### config.mk
export PLATFORM = sky130hd
export DESIGN_NAME = mbet_ctrl
export DESIGN_NICKNAME = d
export VERILOG_FILES = /design/src/mbet_pkg.sv /design/src/mbet_ctrl.sv
export VERILOG_INCLUDE_DIRS = /design/src /design/src/src
export SDC_FILE = /design/constraint.sdc
export NUM_CORES = 1
export LEC_CHECK = 0
export BUFFER_PORTS_ARGS = -buffer_cell sky130_fd_sc_hd__buf_4
export CORE_AREA = 10 10 47 49
export DETAILED_ROUTE_END_ITERATION = 8
export DIE_AREA = 0 0 57 59
export REMOVE_ABC_BUFFERS = 1
export SYNTH_ARGS = -nofsm -noshare
export SYNTH_HDL_FRONTEND = slang
export SYNTH_SLANG_ARGS = --single-unit
### constraint.sdc
create_clock -name i_clk -period 2.63 [get_ports i_clk]
set_input_delay 0.1315 -clock i_clk [delete_from_list [all_inputs] [get_ports i_clk]]
set_output_delay 0.1315 -clock i_clk [all_outputs]
set_load 0.01 [all_outputs]
### src/mandelbrot_escape_time_pixel_unit_defines.svh
// ----------------------------------------------------------------------------
// Mandelbrot escape-time pixel unit: assertion macros
// Concurrent checks clocked by i_clk, disabled while i_rst_n is low.
// ----------------------------------------------------------------------------
`ifndef MANDELBROT_ESCAPE_TIME_PIXEL_UNIT_DEFINES_SVH
`define MANDELBROT_ESCAPE_TIME_PIXEL_UNIT_DEFINES_SVH

`ifndef SYNTHESIS
`define MBET_ASSERT_SAME(label, ante, cons) \
    label: assert property (@(posedge i_clk) disable iff (!i_rst_n) (ante) |-> (cons)) \
        else $error("mbet check failed");
`define MBET_ASSERT_NEXT(label, ante, cons) \
    label: assert property (@(posedge i_clk) disable iff (!i_rst_n) (ante) |=> (cons)) \
        else $error("mbet check failed");
`else
`define MBET_ASSERT_SAME(label, ante, cons)
`define MBET_ASSERT_NEXT(label, ante, cons)
`endif

`endif

### src/mbet_pkg.sv
`timescale 1ns / 1ps
// ----------------------------------------------------------------------------
// mbet_pkg
// Shared types, constants and fixed-point helpers of the escape-time unit.
// ----------------------------------------------------------------------------
package mbet_pkg;

    localparam int WIDTH     = 800;
    localparam int HEIGHT    = 600;
    localparam int FRAC_BITS = 24;

    localparam int Q_W      = 32;
    localparam int STEP_W   = 25;
    localparam int LIMIT_W  = 31;
    localparam int ITER_W   = 8;
    localparam int COORD_W  = 10;
    localparam int CFG_IDX_W  = 3;
    localparam int CFG_DATA_W = 32;

    localparam int OFS_W  = COORD_W + 3;
    localparam int MAP_W  = OFS_W + STEP_W + 1;
    localparam int PROD_W = 2 * Q_W - FRAC_BITS;
    localparam int WIDE_W = PROD_W + 1;

    localparam logic [OFS_W-1:0] HALF_WIDTH  = OFS_W'(WIDTH / 2);
    localparam logic [OFS_W-1:0] HALF_HEIGHT = OFS_W'(HEIGHT / 2);

    localparam logic signed [Q_W-1:0] CENTER_RE_RST = '0;
    localparam logic signed [Q_W-1:0] CENTER_IM_RST = '0;
    localparam logic [STEP_W-1:0]     STEP_RST      = STEP_W'(167772);
    localparam logic [LIMIT_W-1:0]    LIMIT_RST     = LIMIT_W'(167772160);
    localparam logic [ITER_W-1:0]     MAX_ITER_RST  = ITER_W'(255);

    typedef enum logic [CFG_IDX_W-1:0] {
        REG_CENTER_RE  = 3'd0,
        REG_CENTER_IM  = 3'd1,
        REG_PIXEL_STEP = 3'd2,
        REG_ESC_LIMIT  = 3'd3,
        REG_MAX_ITER   = 3'd4
    } t_reg_idx;

    typedef struct packed {
        logic signed [Q_W-1:0] center_re;
        logic signed [Q_W-1:0] center_im;
        logic [STEP_W-1:0]     pixel_step;
        logic [LIMIT_W-1:0]    escape_limit;
        logic [ITER_W-1:0]     max_iterations;
    } t_cfg;

    typedef struct packed {
        logic load;
        logic seed;
        logic mult;
        logic update;
    } t_dp_cmd;

    typedef struct packed {
        logic cap_hit;
        logic escaped;
    } t_dp_status;

    function automatic logic signed [Q_W-1:0] sat_q(input logic signed [WIDE_W-1:0] v);
        logic signed [WIDE_W-1:0] hi;
        logic signed [WIDE_W-1:0] lo;
        hi = {{(WIDE_W-Q_W+1){1'b0}}, {(Q_W-1){1'b1}}};
        lo = {{(WIDE_W-Q_W+1){1'b1}}, {(Q_W-1){1'b0}}};
        if (v > hi) begin
            return hi[Q_W-1:0];
        end else if (v < lo) begin
            return lo[Q_W-1:0];
        end
        return v[Q_W-1:0];
    endfunction

    function automatic logic [Q_W-1:0] mag_q(input logic signed [Q_W-1:0] v);
        return v[Q_W-1] ? (~v + 1'b1) : v;
    endfunction

endpackage

### src/mbet_ctrl.sv
`timescale 1ns / 1ps
// ----------------------------------------------------------------------------
// mbet_ctrl
// Sequencer: load pixel, seed c and z, alternate multiply and update steps.
// ----------------------------------------------------------------------------
`include "mandelbrot_escape_time_pixel_unit_defines.svh"

module mbet_ctrl (
    input  logic                 i_clk,
    input  logic                 i_rst_n,
    input  logic                 i_start,
    input  mbet_pkg::t_dp_status i_status,
    output mbet_pkg::t_dp_cmd    o_cmd,
    output logic                 o_busy,
    output logic                 o_done
);
    import mbet_pkg::*;

    typedef enum logic [1:0] {
        S_IDLE,
        S_SEED,
        S_MUL,
        S_UPD
    } t_state;

    t_state r_state;
    logic   r_busy;
    logic   r_done;

    always_comb begin
        o_cmd.load   = (r_state == S_IDLE) && i_start;
        o_cmd.seed   = (r_state == S_SEED);
        o_cmd.mult   = (r_state == S_MUL) && !i_status.cap_hit;
        o_cmd.update = (r_state == S_UPD) && !i_status.escaped;
    end

    always_ff @(posedge i_clk) begin
        if (!i_rst_n) begin
            r_state <= S_IDLE;
            r_busy  <= 1'b0;
            r_done  <= 1'b0;
        end else begin
            r_done <= 1'b0;
            unique case (r_state)
                S_IDLE: begin
                    if (i_start) begin
                        r_state <= S_SEED;
                        r_busy  <= 1'b1;
                    end
                end
                S_SEED: begin
                    r_state <= S_MUL;
                end
                S_MUL: begin
                    if (i_status.cap_hit) begin
                        r_state <= S_IDLE;
                        r_busy  <= 1'b0;
                        r_done  <= 1'b1;
                    end else begin
                        r_state <= S_UPD;
                    end
                end
                S_UPD: begin
                    if (i_status.escaped) begin
                        r_state <= S_IDLE;
                        r_busy  <= 1'b0;
                        r_done  <= 1'b1;
                    end else begin
                        r_state <= S_MUL;
                    end
                end
                default: begin
                    r_state <= S_IDLE;
                    r_busy  <= 1'b0;
                end
            endcase
        end
    end

    assign o_busy = r_busy;
    assign o_done = r_done;

    `MBET_ASSERT_NEXT(a_accept_sets_busy, i_start && !r_busy, r_busy && (r_state == S_SEED))
    `MBET_ASSERT_SAME(a_done_after_work, r_done, !r_busy && $past(r_busy))
    `MBET_ASSERT_SAME(a_busy_matches_state, 1'b1, r_busy == (r_state != S_IDLE))
    `MBET_ASSERT_NEXT(a_done_single, r_done, !r_done)

endmodule

# Word-level counts from Yosys, hierarchy flattened
# Cells that the tools add are included.
dict set report totals {
  ram_bits 0
  word_cells 28
  rom_bits 0
  output_inout_bits 6
  regBits 4
  latch_bits 0
  mem_count 0
}
dict set report op_classes {
  mul 0
  n_mux 11
  magnitude_cmp 0
  n_reduce_logical 8
  n_addsub 0
  div_mod_pow 0
  n_eq_ne 6
  bitwise 0
  shift 0
}
# cell count
set op_table {}
lappend op_table {{$pmux W2 S4} 1}
lappend op_table {{$mux W2} 3}
lappend op_table {{$ne A2 B2 Y1 const B} 3}
lappend op_table {{$mux W1} 5}
lappend op_table {{$eq A2 B2 Y1 const B} 2}
lappend op_table {{$reduce_and A4 Y1} 1}
lappend op_table {{$logic_and A1 B1 Y1} 3}
lappend op_table {{$pmux W1 S3} 1}
lappend op_table {{$reduce_bool A3 Y1} 1}
lappend op_table {{$eq A2 B1 Y1 const B} 1}
lappend op_table {{$logic_not A1 Y1} 2}
lappend op_table {{$logic_not A2 Y1} 1}
lappend op_table {{$pmux W1 S2} 1}

# Longest topological paths before layout
dict set report logic_depth {
  word_depth 3
  mapped_depth 2
}

# Least setup slack after synthesis
# Ideal clock, no wire load.
dict set report synth_timing {
  path_kind {register -> register}
  startpoint {register r_state[1]}
  endpoint {register r_busy (netlist: o_busy)}
  period_less_slack_ps 906
  setup_time_ps 60
  required_time_ps 2570
  setup_slack_ps 1724
  arrival_time_ps 846
  stages_incl_launch_ff 3
  path_buffers 0
  cell_sequence {dfxtp_1 nor3b_2 o221a_1}
}
dict set report synth_via {
  elab_chain_len 3
  word_cells_on_any_way 9
  cone_classes {eq/ne: 5; mux: 1; reduce/logical: 3}
}
# element line
set synth_lines {}
lappend synth_lines {{start: declaration} mbet_ctrl.sv:26} ;# t_state r_state;
lappend synth_lines {{start signal: assignment} mbet_ctrl.sv:39} ;# r_state <= S_IDLE;
lappend synth_lines {{start signal: assignment} mbet_ctrl.sv:47} ;# r_state <= S_SEED;
lappend synth_lines {{start signal: assignment} mbet_ctrl.sv:52} ;# r_state <= S_MUL;
lappend synth_lines {{$eq A2 B2 Y1 or $logic_not A2 Y1 (tied branches)} mbet_ctrl.sv:44} ;# unique case (r_state)
lappend synth_lines {{$ne A2 B2 Y1 (no source line) or $reduce_bool A3 Y1 (tied branches)} -}
lappend synth_lines {{$reduce_and A4 Y1 (no source line)} -}
lappend synth_lines {{end signal: assignment} mbet_ctrl.sv:40} ;# r_busy <= 1'b0;
lappend synth_lines {{end signal: assignment} mbet_ctrl.sv:48} ;# r_busy <= 1'b1;
lappend synth_lines {{end signal: assignment} mbet_ctrl.sv:57} ;# r_busy <= 1'b0;
lappend synth_lines {{end: declaration} mbet_ctrl.sv:27} ;# logic r_busy;
# Parallel ways exist; a longest one is shown, timed or not.
# A chain may end at the register's enable or synchronous reset.

==> key figures <==
Yosys
  • Yosys warnings: 0
  • Synth unique cells: 11
  • Synth top area share: 0.4604
  • Post-synthesis area per instance: 10.87 sq um
  • Synthesized flop and latch total: 4
  • Post-synthesis cell area: 173.9 sq um
  • Post-synth top area cell: dfxtp_1
  • Cell count after synthesis: 16
  • Sequential area share after synthesis: 0.4604
  • Largest cells by area after synthesis: dfxtp_1 (46%), nor3b_2 (14%), o21a_1 (8.6%), o221a_1 (6.5%), mux2i_1 (5.8%)

CTS
  • CTS H-Tree Depth: 1
  • Num CTS Buffers: 3
  • Post-CTS sizing: 0
  • CTS max path bufs: 2
  • CTS tree: done
  • Reg clk slew, reported paths: 0.04 ns
  • Post-CTS setup buffer count: 0
  • Hold Buf Count CTS: 0
  • Clk root buf: clkbuf_4
  • CTS sink cnt: 4
  • Worst skew pair latency: roughly 0.23 ns

Global routing
  • Busiest grt layer: met4
  • Grt ovf: 0
  • First-pass GRT wire length: 703 um
  • Initial antenna violation count: 0
  • Global routing usage on met3: 0.03004
  • Routing usage on met1: 0.02019
  • Vias in the first global route: 191
  • Met2 usage: 0.03876
  • GRT Overall Usage: 0.02939
  • Largest net degree at the start of global routing: 7

Run status
  • Status: complete, no violations

Drt
  • Vias per inst: approximately 3.6
  • Drt initial violations: 1
  • Final wirelength: 459 um
  • Antenna-violating nets left: 0
  • Drc violations: 0
  • Routed via count: 161
  • Drt wl/cell: just over 10 um
  • DRT Pass-1 Iters: 2

Critical path
  • Startpoint types: flop
  • Worst path max stage delay: 0.40 ns
  • Critical path type: reg2out
  • Slowest stage cell, crit path: dfxtp_1
  • CP arrival: 1.06 ns
  • Reg2Reg Depth: 2
  • CP endpoint kind: output port
  • R2r setup slk: 1.68 ns
  • RR Startpoint: r_state[0]$_SDFFE_PN0P_
  • RR Endpoint: o_busy$_SDFFE_PN0P_
  • CP cell instances: nor3b_2 > buf_4
  • Req. time, crit path: ~2.5 ns
  • CP max FO: 6

Cells and area
  • Area delta synth->final: 67.63%
  • Fillers: 168
  • Final net count: 36
  • Share of layout cells above drive strength 1: 0.5172
  • Most frequent cells in the layout: buf_4 (10), dfxtp_1 (4), clkbuf_4 (3)
  • Most common cell after layout, fill and taps aside: buf_4
  • Diodes inserted: 0

Die
  • Core outline area: 0.001401 sq mm
  • Die height: 59 um
  • Die width: 57 um
  • Starting density of the core: 0.1241
  • Row cnt: 14
  • Die ar.: 0.003363 sq mm
  • I/O pin cnt: 11

STA
  • Clock period minus worst slack: ~1.2 ns
  • Fin crit share: 0.4524
  • Slew Limit Fails: 0
  • RSZ-0062 raised after global routing: no
  • Total negative setup slack: 0 ns
  • Final hold vios: 0
  • Skew final: ~0.0023 ns
  • Setup violators final: 0
  • Worst slew margin: 0.8464
  • Worst Tran Pin Value: ~0.23 ns
  • Fmax: between 800 and 900 MHz

Worst hold path
  • Hold Path Class: in2reg
  • Min-Delay Endpoint: r_state[0]$_SDFFE_PN0P_
  • Hold_sp: i_rst_n
  • Hold path cells: 2

Placed design
  • Post-detail-place hpwl: just under 400 um
  • RePlAce Congestion: 0.6388
  • PortBufs: 10

Power
  • Power per cell area: between 500 and 600 mW/mm^2
  • VDD IR max: 0.1509 mV
  • Leak: 0.1266 nW
  • Final total power: 172.1 uW

Job
  • Max-cap violations: 0
where the power goes:
part	switching [mW]	total (mW)	leakage, nW	internal (mW)
Combinational	0.0110	0.0278	0.0799	0.0168
Sequential	0.00444	0.0697	0.0329	0.0652
Clock	0.0236	0.0746	0.0138	0.0509
Total	0.0391	0.172	0.127	0.133
per-layer routing:
| layer | routed length, um | part of all wire |
|---|---|---|
| met1 | 150 | 0.33 |
| met2 | 220 | 0.48 |
| met3 | 89 | 0.19 |
| met4 | 0 | 0 |
| met5 | 0 | 0 |
metrics by stage:
step	utilization	instances	hold WS (ns)	cell area (sq um)	worst slack, ns
6_report	0.2080	45	0.1307	291.5	1.440
5_1_grt	0.2080	45	0.1348	291.5	1.380
4_1_cts	0.2080	45	0.1247	291.5	1.415
3_5_place_dp	0.1920	42	0.3691	269.0	1.663
3_3_place_gp	0.1920	42	0.3640	269.0	1.676
2_1_floorplan	-	16	0.2491	173.9	1.724
state kept, by name (all words and copies together) (netlist names):
name     cells
r_state      2
o_done       1
o_busy       1
worst max-delay path: cells and delay by family (launching register included):
kind,cells,cell delay (ns)
and+or+nand+nor,1,0.26
DFF,1,0.40
buffers and inverters,1,0.16
cell type report:
type,instances,area (sq um),area share
flip-flops and latches,4,80.08,0.2747
multi-input cells,11,90.09,0.3090
repair buffers,10,75.07,0.2575
well taps,16,20.02,0.06867
inverters,1,3.754,0.01288
clock buffers,3,22.52,0.07725
worst max path at each step:
stage / start / endpoint / slack (ns) / depth (start not counted)
2_1_floorplan: r_state[1]$_SDFFE_PN0P_ / o_busy$_SDFFE_PN0P_ / 1.72 / 2
3_3_place_gp: r_state[1]$_SDFFE_PN0P_ / o_cmd[1] / 1.68 / 2
3_5_place_dp: r_state[1]$_SDFFE_PN0P_ / o_cmd[1] / 1.66 / 2
4_1_cts: r_state[1]$_SDFFE_PN0P_ / o_cmd[1] / 1.41 / 2
5_1_grt: r_state[1]$_SDFFE_PN0P_ / o_cmd[1] / 1.38 / 2
6_report: r_state[1]$_SDFFE_PN0P_ / o_cmd[1] / 1.44 / 2
cells by family after synthesis:
| kind of cell | after synthesis | synth area share |
|---|---|---|
| AO/OA/AOI/OAI | 4 | 0.1942 |
| flip-flops | 4 | 0.4605 |
| buffers and inverters | 1 | 0.02156 |
| AND/OR/NAND/NOR | 6 | 0.2662 |
| multiplexers | 1 | 0.05756 |
Yosys cell counts:
| cell type | instances |
|---|---|
| a21boi_0 | 1 |
| dfxtp_1 | 4 |
| inv_1 | 1 |
| mux2i_1 | 1 |
| nand2_1 | 1 |
| nor2_1 | 1 |
| nor2b_1 | 1 |
| nor3b_1 | 1 |
| nor3b_2 | 2 |
| o21a_1 | 2 |
| o221a_1 | 1 |
Power figures use the tool's default switching activity.
