===== config.mk =====
export PLATFORM = sky130hd
export DESIGN_NAME = mbet_cfg
export DESIGN_NICKNAME = d
export VERILOG_FILES = /design/src/mandelbrot_escape_time_pixel_unit_defines.svh /design/src/mbet_pkg.sv /design/src/mbet_cfg.sv
export SDC_FILE = /design/constraint.sdc
export NUM_CORES = 1
export LEC_CHECK = 0
export ABC_AREA = 1
export BUFFER_PORTS_ARGS = -buffer_cell sky130_fd_sc_hd__clkbuf_2
export CAP_MARGIN = 10
export CORE_UTILIZATION = 45
export DETAILED_ROUTE_END_ITERATION = 12
export PLACE_DENSITY = 0.68
export RECOVER_POWER = 25
export SLEW_MARGIN = 10
export SYNTH_ARGS = -nofsm -noshare
export SYNTH_HDL_FRONTEND = slang
export SYNTH_SLANG_ARGS = --single-unit

===== constraint.sdc =====
create_clock -name i_clk -period 1.4 [get_ports i_clk]
set_clock_uncertainty 0.15 [all_clocks]
set_input_delay 0.21 -clock i_clk [delete_from_list [all_inputs] [get_ports i_clk]]
set_output_delay 0.21 -clock i_clk [all_outputs]
set_load 0.05 [all_outputs]

===== src/mandelbrot_escape_time_pixel_unit_defines.svh =====
// ----------------------------------------------------------------------------
// Mandelbrot escape-time pixel unit: assertion macros
// Concurrent checks clocked by i_clk, disabled while i_rst_n is low.
// ----------------------------------------------------------------------------
`ifndef MANDELBROT_ESCAPE_TIME_PIXEL_UNIT_DEFINES_SVH
`define MANDELBROT_ESCAPE_TIME_PIXEL_UNIT_DEFINES_SVH

`ifndef SYNTHESIS
`define MBET_ASSERT_SAME(label, ante, cons) \
    label: assert property (@(posedge i_clk) disable iff (!i_rst_n) (ante) |-> (cons)) \
        else $error("mbet check failed");
`define MBET_ASSERT_NEXT(label, ante, cons) \
    label: assert property (@(posedge i_clk) disable iff (!i_rst_n) (ante) |=> (cons)) \
        else $error("mbet check failed");
`else
`define MBET_ASSERT_SAME(label, ante, cons)
`define MBET_ASSERT_NEXT(label, ante, cons)
`endif

`endif


===== src/mbet_pkg.sv =====
`timescale 1ns / 1ps
// ----------------------------------------------------------------------------
// mbet_pkg
// Shared types, constants and fixed-point helpers of the escape-time unit.
// ----------------------------------------------------------------------------
package mbet_pkg;

    localparam int WIDTH     = 800;
    localparam int HEIGHT    = 600;
    localparam int FRAC_BITS = 24;

    localparam int Q_W      = 32;
    localparam int STEP_W   = 25;
    localparam int LIMIT_W  = 31;
    localparam int ITER_W   = 8;
    localparam int COORD_W  = 10;
    localparam int CFG_IDX_W  = 3;
    localparam int CFG_DATA_W = 32;

    localparam int OFS_W  = COORD_W + 3;
    localparam int MAP_W  = OFS_W + STEP_W + 1;
    localparam int PROD_W = 2 * Q_W - FRAC_BITS;
    localparam int WIDE_W = PROD_W + 1;

    localparam logic [OFS_W-1:0] HALF_WIDTH  = OFS_W'(WIDTH / 2);
    localparam logic [OFS_W-1:0] HALF_HEIGHT = OFS_W'(HEIGHT / 2);

    localparam logic signed [Q_W-1:0] CENTER_RE_RST = '0;
    localparam logic signed [Q_W-1:0] CENTER_IM_RST = '0;
    localparam logic [STEP_W-1:0]     STEP_RST      = STEP_W'(167772);
    localparam logic [LIMIT_W-1:0]    LIMIT_RST     = LIMIT_W'(167772160);
    localparam logic [ITER_W-1:0]     MAX_ITER_RST  = ITER_W'(255);

    typedef enum logic [CFG_IDX_W-1:0] {
        REG_CENTER_RE  = 3'd0,
        REG_CENTER_IM  = 3'd1,
        REG_PIXEL_STEP = 3'd2,
        REG_ESC_LIMIT  = 3'd3,
        REG_MAX_ITER   = 3'd4
    } t_reg_idx;

    typedef struct packed {
        logic signed [Q_W-1:0] center_re;
        logic signed [Q_W-1:0] center_im;
        logic [STEP_W-1:0]     pixel_step;
        logic [LIMIT_W-1:0]    escape_limit;
        logic [ITER_W-1:0]     max_iterations;
    } t_cfg;

    typedef struct packed {
        logic load;
        logic seed;
        logic mult;
        logic update;
    } t_dp_cmd;

    typedef struct packed {
        logic cap_hit;
        logic escaped;
    } t_dp_status;

    function automatic logic signed [Q_W-1:0] sat_q(input logic signed [WIDE_W-1:0] v);
        logic signed [WIDE_W-1:0] hi;
        logic signed [WIDE_W-1:0] lo;
        hi = {{(WIDE_W-Q_W+1){1'b0}}, {(Q_W-1){1'b1}}};
        lo = {{(WIDE_W-Q_W+1){1'b1}}, {(Q_W-1){1'b0}}};
        if (v > hi) begin
            return hi[Q_W-1:0];
        end else if (v < lo) begin
            return lo[Q_W-1:0];
        end
        return v[Q_W-1:0];
    endfunction

    function automatic logic [Q_W-1:0] mag_q(input logic signed [Q_W-1:0] v);
        return v[Q_W-1] ? (~v + 1'b1) : v;
    endfunction

endpackage


===== src/mbet_cfg.sv =====
`timescale 1ns / 1ps
// ----------------------------------------------------------------------------
// mbet_cfg
// Configuration register file: view center, pixel step, escape limit, cap.
// ----------------------------------------------------------------------------
module mbet_cfg (
    input  logic                            i_clk,
    input  logic                            i_rst_n,
    input  logic                            i_cfg_we,
    input  logic [mbet_pkg::CFG_IDX_W-1:0]  i_cfg_index,
    input  logic [mbet_pkg::CFG_DATA_W-1:0] i_cfg_wdata,
    output mbet_pkg::t_cfg                  o_cfg
);
    import mbet_pkg::*;

    t_cfg r_cfg;

    always_ff @(posedge i_clk) begin
        if (!i_rst_n) begin
            r_cfg.center_re      <= CENTER_RE_RST;
            r_cfg.center_im      <= CENTER_IM_RST;
            r_cfg.pixel_step     <= STEP_RST;
            r_cfg.escape_limit   <= LIMIT_RST;
            r_cfg.max_iterations <= MAX_ITER_RST;
        end else if (i_cfg_we) begin
            unique case (i_cfg_index)
                REG_CENTER_RE:  r_cfg.center_re      <= $signed(i_cfg_wdata[Q_W-1:0]);
                REG_CENTER_IM:  r_cfg.center_im      <= $signed(i_cfg_wdata[Q_W-1:0]);
                REG_PIXEL_STEP: r_cfg.pixel_step     <= i_cfg_wdata[STEP_W-1:0];
                REG_ESC_LIMIT:  r_cfg.escape_limit   <= i_cfg_wdata[LIMIT_W-1:0];
                REG_MAX_ITER:   r_cfg.max_iterations <= i_cfg_wdata[ITER_W-1:0];
                default: begin
                end
            endcase
        end
    end

    assign o_cfg = r_cfg;

endmodule


## Word level (Yosys, flattened, before mapping)

Index checks and enable logic that the tools add are counted.

- Equal/unequal tests: 4
- Reductions and logical operators: 6

Operator list:

| cell | number |
|---|---|
| AND reduction 2 bit | 5 |
| == test 3 x 2 -> 1 bit (second input constant) | 2 |
| == test 3 x 1 -> 1 bit (second input constant) | 1 |
| == test 3 bit (second input constant) | 1 |
| logical NOT 3 bit | 1 |

- Register bits: 128
- Input bits: 38

## Logic depth before layout (Yosys ltp)

Gate-level depths: netlist of the first run.

- Depth after elaboration: 2
- Mapped depth: 7
- Gate-level depth less buffers: 5

## Worst setup path before layout of the first run

OpenSTA, ideal clock, no wires.

- Path type: input to register
- Start point: input port i_rst_n
- End point: register r_cfg (netlist bit o_cfg[0])
- Library setup time: 0.130 ns
- Data arrival time: 0.844 ns
- Data required time: 1.120 ns
- Slack: 0.276 ns
- Stages on the path: 3
- Path buffers: 2
- Path through: clkbuf_1 -> clkbuf_1 -> nand3_1

RTL lines:

| element | line | text |
|---|---|---|
| start, declared | mbet_cfg.sv:8 | `input logic i_rst_n,` |
| end, declared | mbet_cfg.sv:16 | `t_cfg r_cfg;` |

No word-level cell between the ends.

## Worst setup path after layout of the first run

- Start point: register r_cfg (netlist bit o_cfg[124])
- End point: output port o_cfg[124] in the netlist's numbering

RTL lines:

| element | line | text |
|---|---|---|
| end, declared | mbet_cfg.sv:12 | `output mbet_pkg::t_cfg o_cfg` |

No word-level cell between the ends.

==> results of run 1 <==
power groups by stage:
stage	registers [mW]	logic, mW	clock network [mW]
after global routing	3.93	1.90	4.64
after detailed placement	3.92	1.25	0
after floorplan	4.36	0.451	0
after global placement	3.92	1.23	0
after CTS	3.90	1.68	4.43
final	3.92	1.80	4.45
per-layer routing:
layer | GRT usage, % | share of wire (%)
met5 | 0 | 0
met3 | 9.50 | 8.1
met1 | 36.4 | 38
met4 | 16.8 | 3.3
met2 | 59.3 | 51
cell usage after synthesis (all sizes together):
master	number
buf	32
clkbuf	15
dfxtp	128
inv	37
nand2	156
nand3	129
nor2	225
metrics by stage:
| stage | hold slack, ns | total power, mW | utilization [%] | instances | worst slack [ns] |
|---|---|---|---|---|---|
| final | 0.00376 | 10.2 | 86.2 | 1099 | -0.0348 |
| after global routing | 0.0157 | 10.5 | 86.2 | 1099 | -0.0977 |
| after CTS | -0.0190 | 10.0 | 84.3 | 1090 | -0.0349 |
| after detailed placement | 0.294 | 5.17 | 56.0 | 998 | -0.0242 |
| after global placement | 0.283 | 5.15 | 56.0 | 998 | 0.0230 |
| after floorplan | 0.173 | 4.81 | - | 722 | 0.276 |
worst reg2reg max path: cells and delay by family (launching register included):
kind,cells,cell delay (ns)
buffers and inverters,1,0.60
DFF,1,0.35
and+or+nand+nor,2,0.14
final cells by class:
class                           count  area share, %
Clock buffer                       21           4.81
Clock inverter                     10           1.46
Inverter                           37           1.49
Multi-Input combinational cell    510           22.8
Sequential cell                   128           29.3
Tap cell                          140           1.87
Timing Repair Buffer              253           38.3
final timing paths:
check              from    endpoint  slack (ns)  cells after the start
max          o_cfg[124]  o_cfg[124]       -0.03                      1
min            i_cfg_we    o_cfg[1]       0.004                      4
max reg2reg   o_cfg[33]   o_cfg[33]        0.04                      3
min reg2reg  o_cfg[105]  o_cfg[105]        0.35                      2
logic make-up (layout without fill, tap and decap cells):
group	count (synthesis)	in the layout	share of synthesized area, %
DFF	128	128	51.1
and+or+nand+nor	510	510	41.7
buffers and inverters	84	321	7.23
timing repair:
action,in CTS,in global routing
hold buffers,53,5
resized for setup,438,94
gates cloned,0,2
pin swaps,0,1
endpoints found under the setup margin,128,156
buffers inserted,8,12
endpoints found under the hold margin,120,5
==> impl_metrics.ini, run 1 <==
[global_routing]
antenna_found_initial = 0
grt_max_degree = 76
grt_pass1_wl_um = 29200
overflow = 0
grt_pass1_vias = 5695
grt_util_all_layers_pct = 33.5

[hold_path]
hp-class = input port to flip-flop

[worst_setup_path]
slowest_stage = dfxtp_2
cp_num_buf_inv = 1
critical_path_class = flip-flop to output port
critPathMaxStageDelay_ns = 0.37
path_cells = clkbuf_16
critPathTopFamily = flip-flops
endpoint_kind = output port
required_ns = 1.04
cp.arrival_ns = 1.07
crit_fanout = 2
startpoint_type = flip-flop

[route]
viasPerCell = 5.29
dr_total_vias = 5814
wire_per_inst_um = 17.8
drtAntennaViolNets = 0
drt_iter0_drc = 414
dr.pass1.iters = 5
drc = 0
wirelength_um = 19600

[outcome]
outcome = finished, violations left
violations = negative setup slack

[layout]
final_area_um2 = 9340
layout_commonest_cell = nor2_1
num-fill-cells = 543
drive_gt1_share_pct = 38.9
seqCellArea_um2 = 2740
nets = 985
area_delta_synth_final_pct = 86.3
largest_reg_flops = 128
layout_common_cells = 216 x nor2_1, 154 x nand2_1, 128 x nand3_1, 123 x dfxtp_2, 75 x buf_8
multi_input_area_um2 = 2130
antenna_cells = 0

[sta]
relSlewSlack_pct = 56.3
setup_violations = 22
finalCriticalPeriod_ns = 1.43
worst_pin_slew_ns = 0.656
rsz0062_at_grt = yes
finalCritPeriodShare_pct = 102
fmax_mhz = 697
fin_setup_tns_ns = -0.244
fin_ws_ns = -0.0348
drv_slew = 0
hold_viol_final = 0

[logic_synthesis]
syn_area_um2 = 5020
ys_seq_area_share_pct = 51.1
netlist_instances = 722
syn_avg_cell_area_um2 = 6.95
ys_warn_count = 0
synth_top_area_share_pct = 51.1
yosys-top-cells-area = dfxtp_1 51%, nor2_1 17%, nand3_1 13%
ys_ff_latch = 128
yosys.area.top_type = dfxtp_1
ys_types = 10
synth_nets = 760

[clock_network]
ctsRootBufferMaster = clkbuf_8
cts_sinks = 128
clk_latency_ns = 0.52
cts_max_level = 4
clk_pin_slew_worst_paths_ns = 0.06
cts_made_buffers = 17
clockBufferDepth = 2
cts_tree = done

[placement]
place_area_um2 = 6070
place_hpwl_um = 9880
io_buffers = 165
routabilityCongestion = 0.819

[floorplanning]
dieHeight_um = 108
ios = 166
start_util_pct = 46.3
core_area_um2 = 10800
rows = 38
die-area_um2 = 11600
die_w_um = 108

[power_and_ir_drop]
clock_power_share_pct = 43.7
p_per_area_nw_per_um2 = 1090
ir_drop_v = 0.000925
power.net_switching_mw = 2.82
swShare_pct = 27.7
p_seq_share_pct = 38.6
intPower_mw = 7.35
leakage_nw = 4.22
p_comb_share_pct = 17.7

[run]
cap_violations = 0
Note: power is estimated with default switching activity, not from simulation.
==> inputs of run 2 (changes only) <==
Settings changed: CELL_PAD_IN_SITES_DETAIL_PLACEMENT set to 1, CELL_PAD_IN_SITES_GLOBAL_PLACEMENT set to 1, CORE_UTILIZATION 45 to 35, PLACE_DENSITY 0.68 to 0.76.
==> run 2 against run 1 <==
Effect of this change: the flow now finishes without violations; die area grew 28%; worst setup slack gained 0.065 ns; core utilization shrank 34 points; clock power shrank 9.0%; register-to-register slack gained 0.56 ns; sequential power shrank 2%; first-iteration DRC count shrank 15%; design area shrank 22%; largest power group unchanged.
==> impl_metrics.ini, run 2 (synthesized netlist as in run 1, its figures left out) <==
[global_routing]
antenna_found_initial = 0
grt_pass1_vias = 5420
overflow = 0
grt_util_all_layers_pct = 24.4
grt_pass1_wl_um = 27500
grt_max_degree = 72

[hold_path]
holdPathEnd = o_cfg[85]
hold_depth = 5
hp-class = input port to flip-flop
hold_start = i_cfg_wdata[21]

[worst_setup_path]
reg2reg_to = o_cfg[76]
r2r_slack_ns = 0.60
cp.arrival_ns = 1.01
startpoint_type = flip-flop
crit_fanout = 2
critPathMaxStageDelay_ns = 0.35
r2r-start = o_cfg[76]
required_ns = 1.04
endpoint_kind = output port
critPathTopFamily = flip-flops
worstSetupStartpoint = o_cfg[54]
cp_num_buf_inv = 1
path_cells = clkbuf_4
worst_r2r_path_depth = 2
critical_path_class = flip-flop to output port
slowest_stage = dfxtp_1

[layout]
multi_input_area_um2 = 2110
antenna_cells = 0
layout_common_cells = 218 x nor2_1, 156 x nand2_1, 129 x nand3_1, 127 x dfxtp_1, 95 x clkbuf_4
layout_commonest_cell = nor2_1
num-fill-cells = 1757
seqCellArea_um2 = 2560
drive_gt1_share_pct = 24.0
final_cells = 1091
area_delta_synth_final_pct = 44.6
nets = 936
largest_reg_flops = 128

[route]
drt_iter0_drc = 353
viasPerCell = 4.88
drc = 0
wire_per_inst_um = 15.9
dr_total_vias = 5323
wirelength_um = 17300
dr.pass1.iters = 5
drtAntennaViolNets = 0

[floorplanning]
die_w_um = 122
start_util_pct = 36.0
dieHeight_um = 122
ios = 166
die-area_um2 = 14800
core_area_um2 = 13900
rows = 43

[clock_network]
cts_max_level = 4
post_cts_buffers = 0
clk_latency_ns = 0.41
cts_sinks = 128
cts_made_buffers = 17
clk_pin_slew_worst_paths_ns = 0.06
clockBufferDepth = 2
ctsRootBufferMaster = clkbuf_16
cts_tree = done

[placement]
io_buffers = 165
routabilityCongestion = 0.816
preCtsSetupSlack_ns = -0.0738
place_hpwl_um = 11800
placed_cells = 1040

[sta]
finalCritPeriodShare_pct = 97.8
fin_ws_ns = 0.0301
drv_slew = 0
worst_pin_slew_ns = 0.515
setup_violations = 0
hold_viol_final = 0
relSlewSlack_pct = 65.6
finalCriticalPeriod_ns = 1.37
fmax_mhz = 730

[power_and_ir_drop]
intPower_mw = 6.73
p_per_area_nw_per_um2 = 1290
p_seq_share_pct = 41.3
ir_drop_v = 0.000829
p_comb_share_pct = 15.2
clock_power_share_pct = 43.5
power.net_switching_mw = 2.60
leakage_nw = 3.45
swShare_pct = 27.8

[outcome]
outcome = finished, final reports clean

[run]
cap_violations = 0
## run 2: changes by cell type in the layout (fill, tap and decap cells not counted), sizes merged
cell | previous run | this run
buf | 112 | 48
clkbuf | 113 | 162
dlygate4sd3 | 48 | 19
clkinvlp | 3 | 0
bufinv | 3 | 1
clkinv | 4 | 6
dlymetal6s4s | 1 | 0
## run 2: layout make-up
cell class	instances	share of cell area [%]
Clock buffer	25	6.56
Clock inverter	7	0.828
Inverter	37	1.91
Multi-Input combinational cell	510	29.1
Sequential cell	128	35.3
Tap cell	180	3.11
Timing Repair Buffer	204	23.1
## run 2: worst max path at each step
stage	slack (ns)	cells past startpoint	endpoint
after global routing	-0.008	1	o_cfg[87]
after CTS	0.0008	1	o_cfg[74]
after floorplan	0.28	3	o_cfg[0]
final	0.03	1	o_cfg[54]
after detailed placement	-0.07	6	o_cfg[54]
after global placement	0.02	7	o_cfg[108]
## run 2: power by group through the flow
stage	sequential, mW	clock (mW)	combinational (mW)
floorplan	4.36	0	0.451
global placement	3.92	0	1.28
detailed placement	3.93	0	1.31
CTS	3.85	4.13	1.41
global route	3.86	4.31	1.52
finish	3.85	4.05	1.41
## run 2: repair_timing
action / 4_1_cts / 5_1_grt
hold buffers: 19 / 0
gates resized for setup: 120 / 49
hold endpoints to repair: 24 / 0
setup endpoints to repair: 115 / 38
## run 2: per-layer routing
layer | global-route usage [%] | share of wire [%]
met1 | 28.4 | 43
met2 | 42.4 | 50
met3 | 7.26 | 5.5
met4 | 8.64 | 1.5
met5 | 0 | 0
## run 2: metrics by stage
step	setup TNS (ns)	util, %	power, mW	hold slack (ns)	instance area (µm²)
6_report	0	52.1	9.32	0.0337	7250
5_1_grt	-0.00781	52.1	9.69	0.0459	7250
3_3_place_gp	0	44.5	5.20	0.283	6200
4_1_cts	0	52.0	9.40	0.0170	7250
2_1_floorplan	0	-	4.81	0.173	5020
3_5_place_dp	-1.09	44.5	5.23	0.287	6200
